$ cat src/rtl/core/hpal_pkg.sv
package hpal_pkg;

    localparam int DepthBins = 16384;
    localparam int BinAw     = 14;
    localparam int BinW      = 20;
    localparam int SkipLog2  = 2;

    localparam logic [1:0] CmdSample = 2'd0;
    localparam logic [1:0] CmdBounds = 2'd1;
    localparam logic [1:0] CmdLevel  = 2'd2;

    localparam logic [1:0] CfgWidth  = 2'd0;
    localparam logic [1:0] CfgHeight = 2'd1;
    localparam logic [1:0] CfgDepth  = 2'd2;
    localparam logic [1:0] CfgBright = 2'd3;

    // divider request / response
    typedef struct packed {
        logic        go;
        logic [47:0] num;
        logic [47:0] den;
    } t_div_req;

    typedef struct packed {
        logic        done;
        logic [47:0] quo;
    } t_div_rsp;

endpackage

$ cat src/rtl/core/hpal_div.sv
// restoring divider, one quotient bit per cycle
module hpal_div import hpal_pkg::*; (
    input  logic     i_clk,
    input  logic     i_rst_n,
    input  t_div_req i_req,
    output t_div_rsp o_rsp
);

    logic [47:0] r_quo;
    logic [48:0] r_rem;
    logic [47:0] r_den;
    logic [5:0]  r_cnt;
    logic        r_run;
    logic        r_done;
    logic [48:0] w_trial;

    assign w_trial    = {r_rem[47:0], r_quo[47]};
    assign o_rsp.done = r_done;
    assign o_rsp.quo  = r_quo;

    always_ff @(posedge i_clk) begin
        if (!i_rst_n) begin
            r_run  <= 1'b0;
            r_done <= 1'b0;
            r_cnt  <= '0;
        end else begin
            r_done <= 1'b0;
            if (i_req.go) begin
                r_run <= 1'b1;
                r_cnt <= 6'd47;
                r_quo <= i_req.num;
                r_den <= i_req.den;
                r_rem <= '0;
            end else if (r_run) begin
                if (w_trial >= {1'b0, r_den}) begin
                    r_rem <= w_trial - {1'b0, r_den};
                    r_quo <= {r_quo[46:0], 1'b1};
                end else begin
                    r_rem <= w_trial;
                    r_quo <= {r_quo[46:0], 1'b0};
                end
                if (r_cnt == 6'd0) begin
                    r_run  <= 1'b0;
                    r_done <= 1'b1;
                end else begin
                    r_cnt <= r_cnt - 6'd1;
                end
            end
        end
    end

endmodule

$ cat config.mk
export PLATFORM = sky130hd
export DESIGN_NAME = hpal_div
export DESIGN_NICKNAME = d
export VERILOG_FILES = /design/src/rtl/core/hpal_pkg.sv /design/src/rtl/core/hpal_div.sv
export SDC_FILE = /design/constraint.sdc
export NUM_CORES = 1
export LEC_CHECK = 0
export BUFFER_PORTS_ARGS = -buffer_cell sky130_fd_sc_hd__buf_2
export CAP_MARGIN = 20
export CORE_MARGIN = 1.5
export CORE_UTILIZATION = 55
export CTS_CLUSTER_DIAMETER = 60
export DETAILED_ROUTE_END_ITERATION = 8
export GPL_TIMING_DRIVEN = 0
export PLACE_DENSITY = 0.78
export SETUP_SLACK_MARGIN = 0.15
export SKIP_CTS_REPAIR_TIMING = 1
export SYNTH_ARGS = -nofsm -noshare
export SYNTH_HDL_FRONTEND = slang
export SYNTH_SLANG_ARGS = --single-unit
$ cat constraint.sdc
create_clock -name i_clk -period 4.1 [get_ports i_clk]
set_input_delay 0.205 -clock i_clk [delete_from_list [all_inputs] [get_ports i_clk]]
set_output_delay 0.205 -clock i_clk [all_outputs]
set_load 0.005 [all_outputs]
==> run_results.csv, run 1 <==
group,metric,value,unit
drt,routed_wl,22500,um
finish,antenna_cells,0,
global_routing,antenna_found_initial,0,
synthesis,synthCells,846,
global_routing,grt_pass1_vias,7125,
timing,maxSlewViolCount,0,
timing,hold_viol_final,0,
finish,drive_gt1_share,25.0,%
worst_setup_path,worstSetupStartpoint,"r_rem[31]",
timing,skew,0.0126,ns
clock_tree,cts.sinks,152,
floorplanning,dieArea,17200,um2
place,port-buffer-count,146,
worst_setup_path,end_kind,"flip-flop",
floorplanning,die_w,131,um
synthesis,synth-seq-cells,152,
place,post_dp_cell_area,10100,um2
clock_tree,clockRootBuffer,"clkbuf_16",
synthesis,ys_types,68,
drt,num_vias,7395,
synthesis,post-synth-top-count-cell,"edfxtp_1",
worst_setup_path,cp-start-kind,"flip-flop",
timing,worst_slack,0.652,ns
synthesis,synth-main-ff-cell,"edfxtp_1",
global_routing,grt_start_max_net_pins,60,
global_routing,grt_pass1_wl,34700,um
drt,ant_nets,0,
drt,firstDrtPassIters,5,
worst_setup_path,crit_cells,12,
synthesis,synthArstFlopShare,0,%
min_path,hold_start,"i_req[88]",
worst_setup_path,r2r_cells,12,
drt,vias_per_cell,5.73,
place,hpwl,15600,um
worst_setup_path,critPathArrivalTime,3.70,ns
clock_tree,numCtsBuffers,17,
worst_setup_path,cp_cell_sequence,"ha_1 > nand2_1 > nor3_2 > nand4_1 > nor4_1 > nand4_1 > o21ai_0 > or2_1 > buf_2 > buf_4 > nand2_2 > o31ai_1",
floorplanning,coreArea,15900,um2
finish,final_nets,1211,
global_routing,grt_overflow,0,
floorplanning,die_y,131,um
clock_tree,clk_pin_slew,0.07,ns
synthesis,synth_nets,996,
drt,drt_iter0_drc,618,
drt,wire_per_inst,17.4,um
place,dp_slack,0.718,ns
min_path,min_path_type,"input port to flip-flop",
worst_setup_path,cpPeakStageDelay,0.42,ns
finish,design_area,11200,um2
place,place_congestion,0.895,
worst_setup_path,cpMostUsedCell,"nand4_1",
synthesis,avgSynthCellArea,10.7,um2
synthesis,synth_commonest_cells,"edfxtp_1, nand2_1, a21oi_1",
timing,tightest_slew,0.774,ns
outcome,run_status,"finished clean",
worst_setup_path,path_buf_inv,2,
worst_setup_path,cp_top_family,"simple AND/OR/NAND/NOR gates",
finish,fin_util,70.2,%
power,irDropWorstVdd,379,uV
power,powerDensity,436,nW/um2
timing,setup_viol,0,
timing,rsz0062_at_grt,"no",
synthesis,ys_warn_count,0,
power,p_leak,4.72,nW
worst_setup_path,r2r-start,"r_rem[31]",
worst_setup_path,required,4.35,ns
floorplanning,io_pins,148,
worst_setup_path,cp_max_fo,10,
timing,final.setup.tns,0,ns
global_routing,grt.total_usage,26.5,%
worst_setup_path,crit_type,"flip-flop to flip-flop",
synthesis,yosys.area.top_type,"edfxtp_1",
finish,area_growth,24.2,%
timing,period_minus_slack,3.45,ns
clock_tree,cts_tree,"yes",
run,drv_cap,0,
min_path,hold_depth,2,
floorplanning,start_util,56.6,%
floorplanning,rows,46,
worst_setup_path,slowest_stage,"edfxtp_1",
timing,maxSlewHeadroom,47.8,%
drt,drc_errors,0,
clock_tree,clock_path_buffers,2,
synthesis,seq_area_frac_synth,49.7,%
synthesis,syn_area,9020,um2
synthesis,synthTopCellsByArea,"edfxtp_1, ha_1, mux2_2",
timing,whs,0.0589,ns
timing,post-route-period-util,84.1,%
clock_tree,worstSkewPairLatency,0.44,ns
timing,max_freq,290,MHz
synthesis,synth.top_cell.area_share,48.0,%
synthesis,synth_edf_count,144,
clock_tree,h-tree-depth,4,
==> final cells by class <==
| class | instances | area (um2) |
|---|---|---|
| sequential | 152 | 4480 |
| clock inverter | 14 | 204 |
| multi-input combinational | 585 | 4080 |
| clock buffer | 18 | 439 |
| inverter | 64 | 240 |
| fill | 1176 | 4750 |
| timing repair buffer | 196 | 1260 |
| tap | 216 | 270 |
| buffer | 45 | 219 |
==> metrics by stage <==
| step | instances | power, mW |
|---|---|---|
| 2_1_floorplan | 846 | 2.81 |
| 3_5_place_dp | 1210 | 3.12 |
| 3_3_place_gp | 1208 | 3.10 |
| 5_1_grt | 1290 | 5.11 |
| 4_1_cts | 1242 | 4.85 |
| 6_report | 1290 | 4.89 |
==> final timing paths <==
kind / end / slack (ns)
max: r_rem[37] / 0.65
min: r_quo[40] / 0.06
max reg2reg: r_rem[37] / 0.65
min reg2reg: r_done / 0.55
==> layout by cell type, fill, tap and decap left out, drive strengths merged, types with 5 or more instances in the layout <==
| cell | n |
|---|---|
| nor2 | 39 |
| nand2 | 93 |
| nand3 | 18 |
| nand4 | 17 |
| xnor2 | 21 |
| ha | 50 |
| and3 | 7 |
| xor2 | 19 |
| clkbuf | 36 |
| o21ai | 32 |
| o211ai | 5 |
| a21oi | 79 |
| mux2 | 48 |
| nor2b | 6 |
| dfxtp | 8 |
| inv | 71 |
| dlygate4sd3 | 48 |
| buf | 175 |
| a31oi | 9 |
| a21o | 24 |
| a211o | 6 |
| o21a | 13 |
| a211oi | 12 |
| o21bai | 5 |
| nor3 | 11 |
| a21boi | 9 |
| edfxtp | 144 |
==> sequential cells by signal, indices dropped and copies added, names as in the netlist <==
register,count
r_cnt,6
r_den,48
r_quo,48
r_rem,48
r_done,1
r_run,1
==> metal layers <==
| metal | track usage, % | share of wire (%) |
|---|---|---|
| met1 | 33.4 | 43 |
| met2 | 43.7 | 48 |
| met3 | 7.78 | 7.0 |
| met4 | 9.37 | 2.0 |
| met5 | 0 | 0 |
==> power by group <==
| group | total [mW] | switching, mW | internal (mW) | leakage [nW] |
|---|---|---|---|---|
| Clock | 1.73 | 0.724 | 1.00 | 0.310 |
| Sequential | 1.93 | 0.0642 | 1.87 | 1.44 |
| Combinational | 1.23 | 0.708 | 0.519 | 2.97 |
==> logic make-up after synthesis <==
family	after synthesis	synth area share [%]
muxes	49	6.11
buffers and inverters	109	5.09
and+or+nand+nor	223	11.9
adders and majority gates	51	7.16
DFF	152	49.7
xor gates and xnor gates	40	3.89
AOI/OAI and AO/OA	222	16.1
Note: power is estimated with default switching activity, not from simulation.
==> inputs of run 2 (changes only) <==
--- a/config.mk
+++ b/config.mk
@@ -5,6 +5,7 @@
 export SDC_FILE = /design/constraint.sdc
 export NUM_CORES = 1
 export LEC_CHECK = 0
+export ABC_AREA = 1
 export BUFFER_PORTS_ARGS = -buffer_cell sky130_fd_sc_hd__buf_2
 export CAP_MARGIN = 20
 export CORE_MARGIN = 1.5
@@ -12,7 +13,7 @@
 export CTS_CLUSTER_DIAMETER = 60
 export DETAILED_ROUTE_END_ITERATION = 8
 export GPL_TIMING_DRIVEN = 0
-export PLACE_DENSITY = 0.78
+export PLACE_DENSITY = 0.77
 export SETUP_SLACK_MARGIN = 0.15
 export SKIP_CTS_REPAIR_TIMING = 1
 export SYNTH_ARGS = -nofsm -noshare
==> constraint.sdc (replaced) <==
create_clock -name i_clk -period 3.3 [get_ports i_clk]
set_input_delay 0.165 -clock i_clk [delete_from_list [all_inputs] [get_ports i_clk]]
set_output_delay 0.165 -clock i_clk [all_outputs]
set_load 0.005 [all_outputs]
==> run_results.csv, run 2 <==
group,metric,value,unit
synthesis,post-synth-top-count-cell,"nand2_1",
clock_tree,numCtsBuffers,17,
drt,firstDrtPassIters,6,
worst_setup_path,cp-start-kind,"flip-flop",
floorplanning,dieArea,20700,um2
synthesis,synth-main-ff-cell,"edfxtp_1",
finish,layout.cells.non_filler,2082,
synthesis,synthArstFlopShare,0,%
min_path,hold_start,"i_req[69]",
timing,period_minus_slack,2.63,ns
finish,layout_common_cells,"nand2_1, inv_1, nor2_1",
worst_setup_path,slowest_stage,"edfxtp_1",
global_routing,grt_overflow,0,
finish,ff_latch_area,4480,um2
finish,final_nets,1954,
worst_setup_path,cp_max_fo,10,
synthesis,synth.top_cell.area_share,39.6,%
worst_setup_path,path_buf_inv,3,
synthesis,yosys.area.top_type,"edfxtp_1",
synthesis,synthTopCellsByArea,"edfxtp_1, nand2_1, inv_1",
timing,max_freq,381,MHz
timing,tightest_slew,0.869,ns
synthesis,ys_types,37,
power,power,6.13,mW
finish,reg.largest.list,"r_den x48, r_quo x48, r_rem x48",
global_routing,grt_start_max_net_pins,29,
worst_setup_path,crit_type,"flip-flop to flip-flop",
worst_setup_path,required,3.49,ns
global_routing,grt_pass1_wl,47600,um
synthesis,seq_area_frac_synth,41.1,%
drt,drt_iter0_drc,646,
clock_tree,h-tree-depth,4,
drt,ant_nets,0,
drt,vias_per_cell,4.91,
finish,multi_input_area,5050,um2
worst_setup_path,critPathArrivalTime,2.82,ns
run,drv_cap,0,
synthesis,synth_nets,1735,
synthesis,synth_commonest_cells,"nand2_1, inv_1, nor2_1",
drt,wire_per_inst,14.4,um
worst_setup_path,cp_cell_sequence,"ha_1 > nand2_1 > nand2_1 > nand2_1 > nand2_1 > clkinv_1 > nand3_2 > nand2_2 > nand2_2 > nand3_4 > inv_2 > nor2_4 > buf_6 > nor2_1 > nor2_1",
finish,area_growth,20.2,%
timing,final.setup.tns,0,ns
timing,post-route-period-util,79.6,%
floorplanning,coreArea,19500,um2
place,port-buffer-count,146,
floorplanning,die_y,144,um
floorplanning,die_w,144,um
timing,hold_viol_final,7,
finish,design_area,13100,um2
clock_tree,clk_pin_slew,0.07,ns
global_routing,grt_use_met3,5.43,%
drt,routed_wl,29900,um
finish,fillers,1707,
drt,drc_errors,0,
synthesis,synth-seq-cells,152,
outcome,violations,"negative hold slack",
timing,maxSlewHeadroom,42.0,%
worst_setup_path,end_kind,"flip-flop",
finish,antenna_cells,0,
synthesis,synth_edf_count,144,
synthesis,synthCells,1585,
synthesis,syn_area,10900,um2
min_path,hold_depth,3,
global_routing,use_met2,48.8,%
floorplanning,start_util,56.1,%
timing,maxSlewViolCount,0,
min_path,hold_end,"r_quo[21]",
synthesis,avgSynthCellArea,6.89,um2
worst_setup_path,r2r-end,"r_rem[43]",
finish,drive_gt1_share,12.1,%
worst_setup_path,cpPeakStageDelay,0.41,ns
worst_setup_path,r2r_setup_slack,0.67,ns
power,p_leak,7.09,nW
timing,setup_viol,0,
global_routing,antenna_found_initial,0,
synthesis,ys_warn_count,0,
drt,num_vias,10200,
timing,skew,0.0171,ns
worst_setup_path,r2r-start,"r_rem[5]",
clock_tree,worstSkewPairLatency,0.44,ns
global_routing,grt_util_met1,39.1,%
finish,mostFrequentLayoutCell,"nand2_1",
place,hpwl,23600,um
worst_setup_path,r2r_cells,15,
outcome,run_status,"complete, but fails checks",
global_routing,grt.total_usage,30.1,%
place,post_dp_cell_area,12100,um2
clock_tree,clock_path_buffers,2,
floorplanning,rows,51,
global_routing,busiest_layer,"met2",
timing,rsz0062_at_grt,"no",
worst_setup_path,cpMostUsedCell,"nand2_1",
clock_tree,cts_tree,"yes",
clock_tree,clockRootBuffer,"clkbuf_16",
global_routing,grt_pass1_vias,9573,
clock_tree,cts.sinks,152,
place,place_inst,2000,
place,place_congestion,0.966,
timing,whs,-0.00415,ns
power,powerDensity,468,nW/um2
floorplanning,io_pins,148,
worst_setup_path,cp_top_family,"simple AND/OR/NAND/NOR gates",
min_path,min_path_type,"input port to flip-flop",
power,irDropWorstVdd,359,uV
-- run 2: cell families (layout without fill, tap and decap cells) --
| family | count (synthesis) | in the layout | synth area share (%) |
|---|---|---|---|
| adder cells (fa/ha/maj) | 51 | 51 | 5.92 |
| AO/OA/AOI/OAI | 42 | 42 | 2.09 |
| buffers and inverters | 348 | 580 | 12.8 |
| flip-flops | 152 | 152 | 41.1 |
| AND/OR/NAND/NOR | 969 | 969 | 36.3 |
| XOR/XNOR | 23 | 23 | 1.85 |
-- run 2: layer usage --
layer / vias to the layer above / part of all wire (%)
met5: - / 0
met4: 0 / 3.7
met3: 65 / 6.2
met2: 340 / 46
met1: 4549 / 44
li1: 5260 / -
-- run 2: report_power, final --
group          switching [mW]  total, mW  leakage [nW]  internal, mW
Clock                   0.891       1.87         0.259         0.984
Sequential             0.0720       2.39          1.45          2.31
Combinational            1.20       1.87          5.38         0.675
Total                    2.16       6.13          7.09          3.97
-- run 2: final cells by class --
class	instances	area share, %
buffer	31	1.55
inverter	317	9.07
timing repair buffer	200	10.1
tap	265	2.53
clock inverter	13	0.820
clock buffer	19	3.30
sequential	152	34.2
multi-input combinational	1085	38.5
-- run 2: how the worst max path moves through the flow --
stage,startpoint,to,slack [ns],cells past startpoint
2_1_floorplan,i_req[96],r_quo[0],0.31,5
3_3_place_gp,i_req[96],r_rem[31],-0.99,5
3_5_place_dp,i_req[96],r_quo[23],0.29,7
4_1_cts,i_req[96],r_quo[18],0.70,7
5_1_grt,r_rem[5],r_rem[43],0.49,13
6_report,r_rem[5],r_rem[43],0.67,15
-- run 2: tightest hold or removal path: stages --
cell     delay (ns)
buf_2          0.07
nand2_1        0.04
nand2_1        0.05
-- run 2: through the flow --
stage | worst slack [ns] | util [%]
after floorplan | 0.306 | -
after global placement | -0.991 | 61.6
after detailed placement | 0.285 | 62.0
after CTS | 0.704 | 64.8
after global routing | 0.487 | 67.4
final | 0.673 | 67.4
==> inputs of run 3 (changes only) <==
==> constraint.sdc (replaced) <==
create_clock -name i_clk -period 2.5 [get_ports i_clk]
set_input_delay 0.125 -clock i_clk [delete_from_list [all_inputs] [get_ports i_clk]]
set_output_delay 0.125 -clock i_clk [all_outputs]
set_load 0.005 [all_outputs]
==> run_results.csv, run 3 (same netlist as run 2, synthesis figures left out) <==
group,metric,value,unit
outcome,run_status,"finished clean",
global_routing,grt_overflow,0,
worst_setup_path,required,2.70,ns
worst_setup_path,r2r-start,"r_rem[44]",
timing,skew,0.0157,ns
min_path,hold_depth,3,
drt,routed_wl,36200,um
finish,reg.largest.list,"r_den x48, r_quo x48, r_rem x48",
finish,final_nets,2038,
power,p_clk_share,28.9,%
power,p_switching,3.47,mW
power,power_frac_seq,34.4,%
floorplanning,die_y,144,um
global_routing,grt_start_max_net_pins,30,
clock_tree,cts_tree,"yes",
floorplanning,io_pins,148,
power,p_comb_share,36.7,%
worst_setup_path,slowest_stage,"edfxtp_1",
worst_setup_path,end_kind,"flip-flop",
worst_setup_path,crit_type,"flip-flop to flip-flop",
worst_setup_path,r2r-end,"r_rem[22]",
clock_tree,numCtsBuffers,17,
drt,num_vias,11200,
timing,worst_slack,0.0408,ns
clock_tree,worstSkewPairLatency,0.45,ns
finish,area_growth,39.9,%
timing,post-route-period-util,98.4,%
power,swShare,37.3,%
min_path,hold_end,"r_quo[18]",
floorplanning,die_w,144,um
worst_setup_path,cpPeakStageDelay,0.45,ns
finish,layout_common_cells,"nand2_1, inv_1, buf_2",
worst_setup_path,r2r_setup_slack,0.04,ns
global_routing,grt_pass1_wl,46900,um
run,drv_cap,0,
finish,mostFrequentLayoutCell,"nand2_1",
drt,wire_per_inst,16.7,um
worst_setup_path,r2r_cells,12,
drt,drt_iter0_drc,827,
clock_tree,clk_pin_slew,0.08,ns
timing,final.setup.tns,0,ns
drt,ant_nets,0,
place,dp_slack,-0.144,ns
worst_setup_path,cp_cell_sequence,"ha_4 > nand2_1 > nor2_1 > nand2_1 > nor2_4 > nand3_4 > inv_2 > nor2_4 > buf_12 > clkbuf_16 > nor2_4 > nor2_2",
floorplanning,coreArea,19500,um2
drt,firstDrtPassIters,6,
min_path,min_path_type,"input port to flip-flop",
floorplanning,start_util,56.1,%
clock_tree,h-tree-depth,4,
worst_setup_path,cpMostUsedCell,"nor2_4",
timing,whs,0.000689,ns
timing,tightest_slew,0.723,ns
timing,max_freq,407,MHz
place,place_congestion,0.982,
global_routing,grt_pass1_vias,9539,
power,irDropWorstVdd,549,uV
timing,period_minus_slack,2.46,ns
timing,maxSlewHeadroom,51.7,%
finish,drive_gt1_share,25.1,%
clock_tree,cts.sinks,152,
drt,drc_errors,0,
drt,vias_per_cell,5.16,
clock_tree,clockRootBuffer,"clkbuf_16",
place,hpwl,23200,um
worst_setup_path,cp_top_family,"simple AND/OR/NAND/NOR gates",
worst_setup_path,path_buf_inv,3,
power,powerDensity,609,nW/um2
floorplanning,dieArea,20700,um2
global_routing,antenna_found_initial,0,
worst_setup_path,critPathArrivalTime,2.66,ns
floorplanning,rows,51,
power,power.internal,5.83,mW
clock_tree,clock_path_buffers,2,
power,p_leak,7.66,nW
min_path,hold_start,"i_req[66]",
finish,fin_util,78.5,%
timing,setup_viol,0,
worst_setup_path,cp_max_fo,8,
global_routing,grt.total_usage,29.7,%
timing,rsz0062_at_grt,"yes",
power,power,9.30,mW
place,port-buffer-count,146,
finish,antenna_cells,0,
worst_setup_path,cp-start-kind,"flip-flop",
timing,maxSlewViolCount,0,
timing,hold_viol_final,0,
worst_setup_path,worstSetupStartpoint,"r_rem[44]",
run 3: cell count changes in the layout (fill, tap and decap cells not counted), sizes merged:
cell,previous run,this run
buf,167,204
clkbuf,33,34
clkinv,3,6
clkinvlp,3,0
dlygate4sd3,50,94
inv,324,326
run 3: layout make-up:
| class | instances | area [um2] |
|---|---|---|
| Tap cell | 265 | 332 |
| Sequential cell | 152 | 4480 |
| Timing Repair Buffer | 284 | 2160 |
| Clock inverter | 15 | 173 |
| Multi-Input combinational cell | 1085 | 6200 |
| Clock buffer | 17 | 425 |
| Buffer | 31 | 299 |
| Inverter | 317 | 1190 |
| Fill cell | 1269 | 4190 |
run 3: worst max-delay path by stage:
stage                      to  slack [ns]  cells past startpoint
floorplan            r_quo[0]       -0.10                      5
global placement    r_rem[25]       -0.93                      5
detailed placement  r_rem[18]       -0.14                     13
CTS                 r_rem[18]       -0.17                     13
global route        r_rem[15]      -0.006                     12
finish              r_rem[22]        0.04                     12
run 3: per-stage QoR:
step	std cells	instance area [um2]
finish	2166	15300
global route	2166	15300
CTS	2033	12800
detailed placement	2001	12200
global placement	1996	12000
floorplan	1585	11000
run 3: power by group through the flow:
stage | combinational (mW) | clock (mW) | sequential (mW)
after floorplan | 1.69 | 0 | 3.19
after global placement | 2.32 | 0 | 3.20
after detailed placement | 2.39 | 0 | 3.20
after CTS | 2.41 | 2.68 | 3.15
after global routing | 3.71 | 2.79 | 3.22
final | 3.41 | 2.69 | 3.20
run 3: worst reg2reg max path, stage by stage, from the launching register on:
cell and delay [ns]:
edfxtp_1 0.45, ha_4 0.34, nand2_1 0.13, nor2_1 0.18
nand2_1 0.15, nor2_4 0.15, nand3_4 0.19, inv_2 0.12
nor2_4 0.05, buf_12 0.15, clkbuf_16 0.18, nor2_4 0.09
nor2_2 0.04
run 3: metal layers:
layer  wire length (um)  share of wire [%]  up-vias  track usage, %
met2              17900                 49      522            49.6
met4               1240                3.4        0            10.8
met3               2720                7.5       89            6.20
met5                  0                  0        -               0
met1              14400                 40     5119            37.9
li1                   -                  -     5437               -
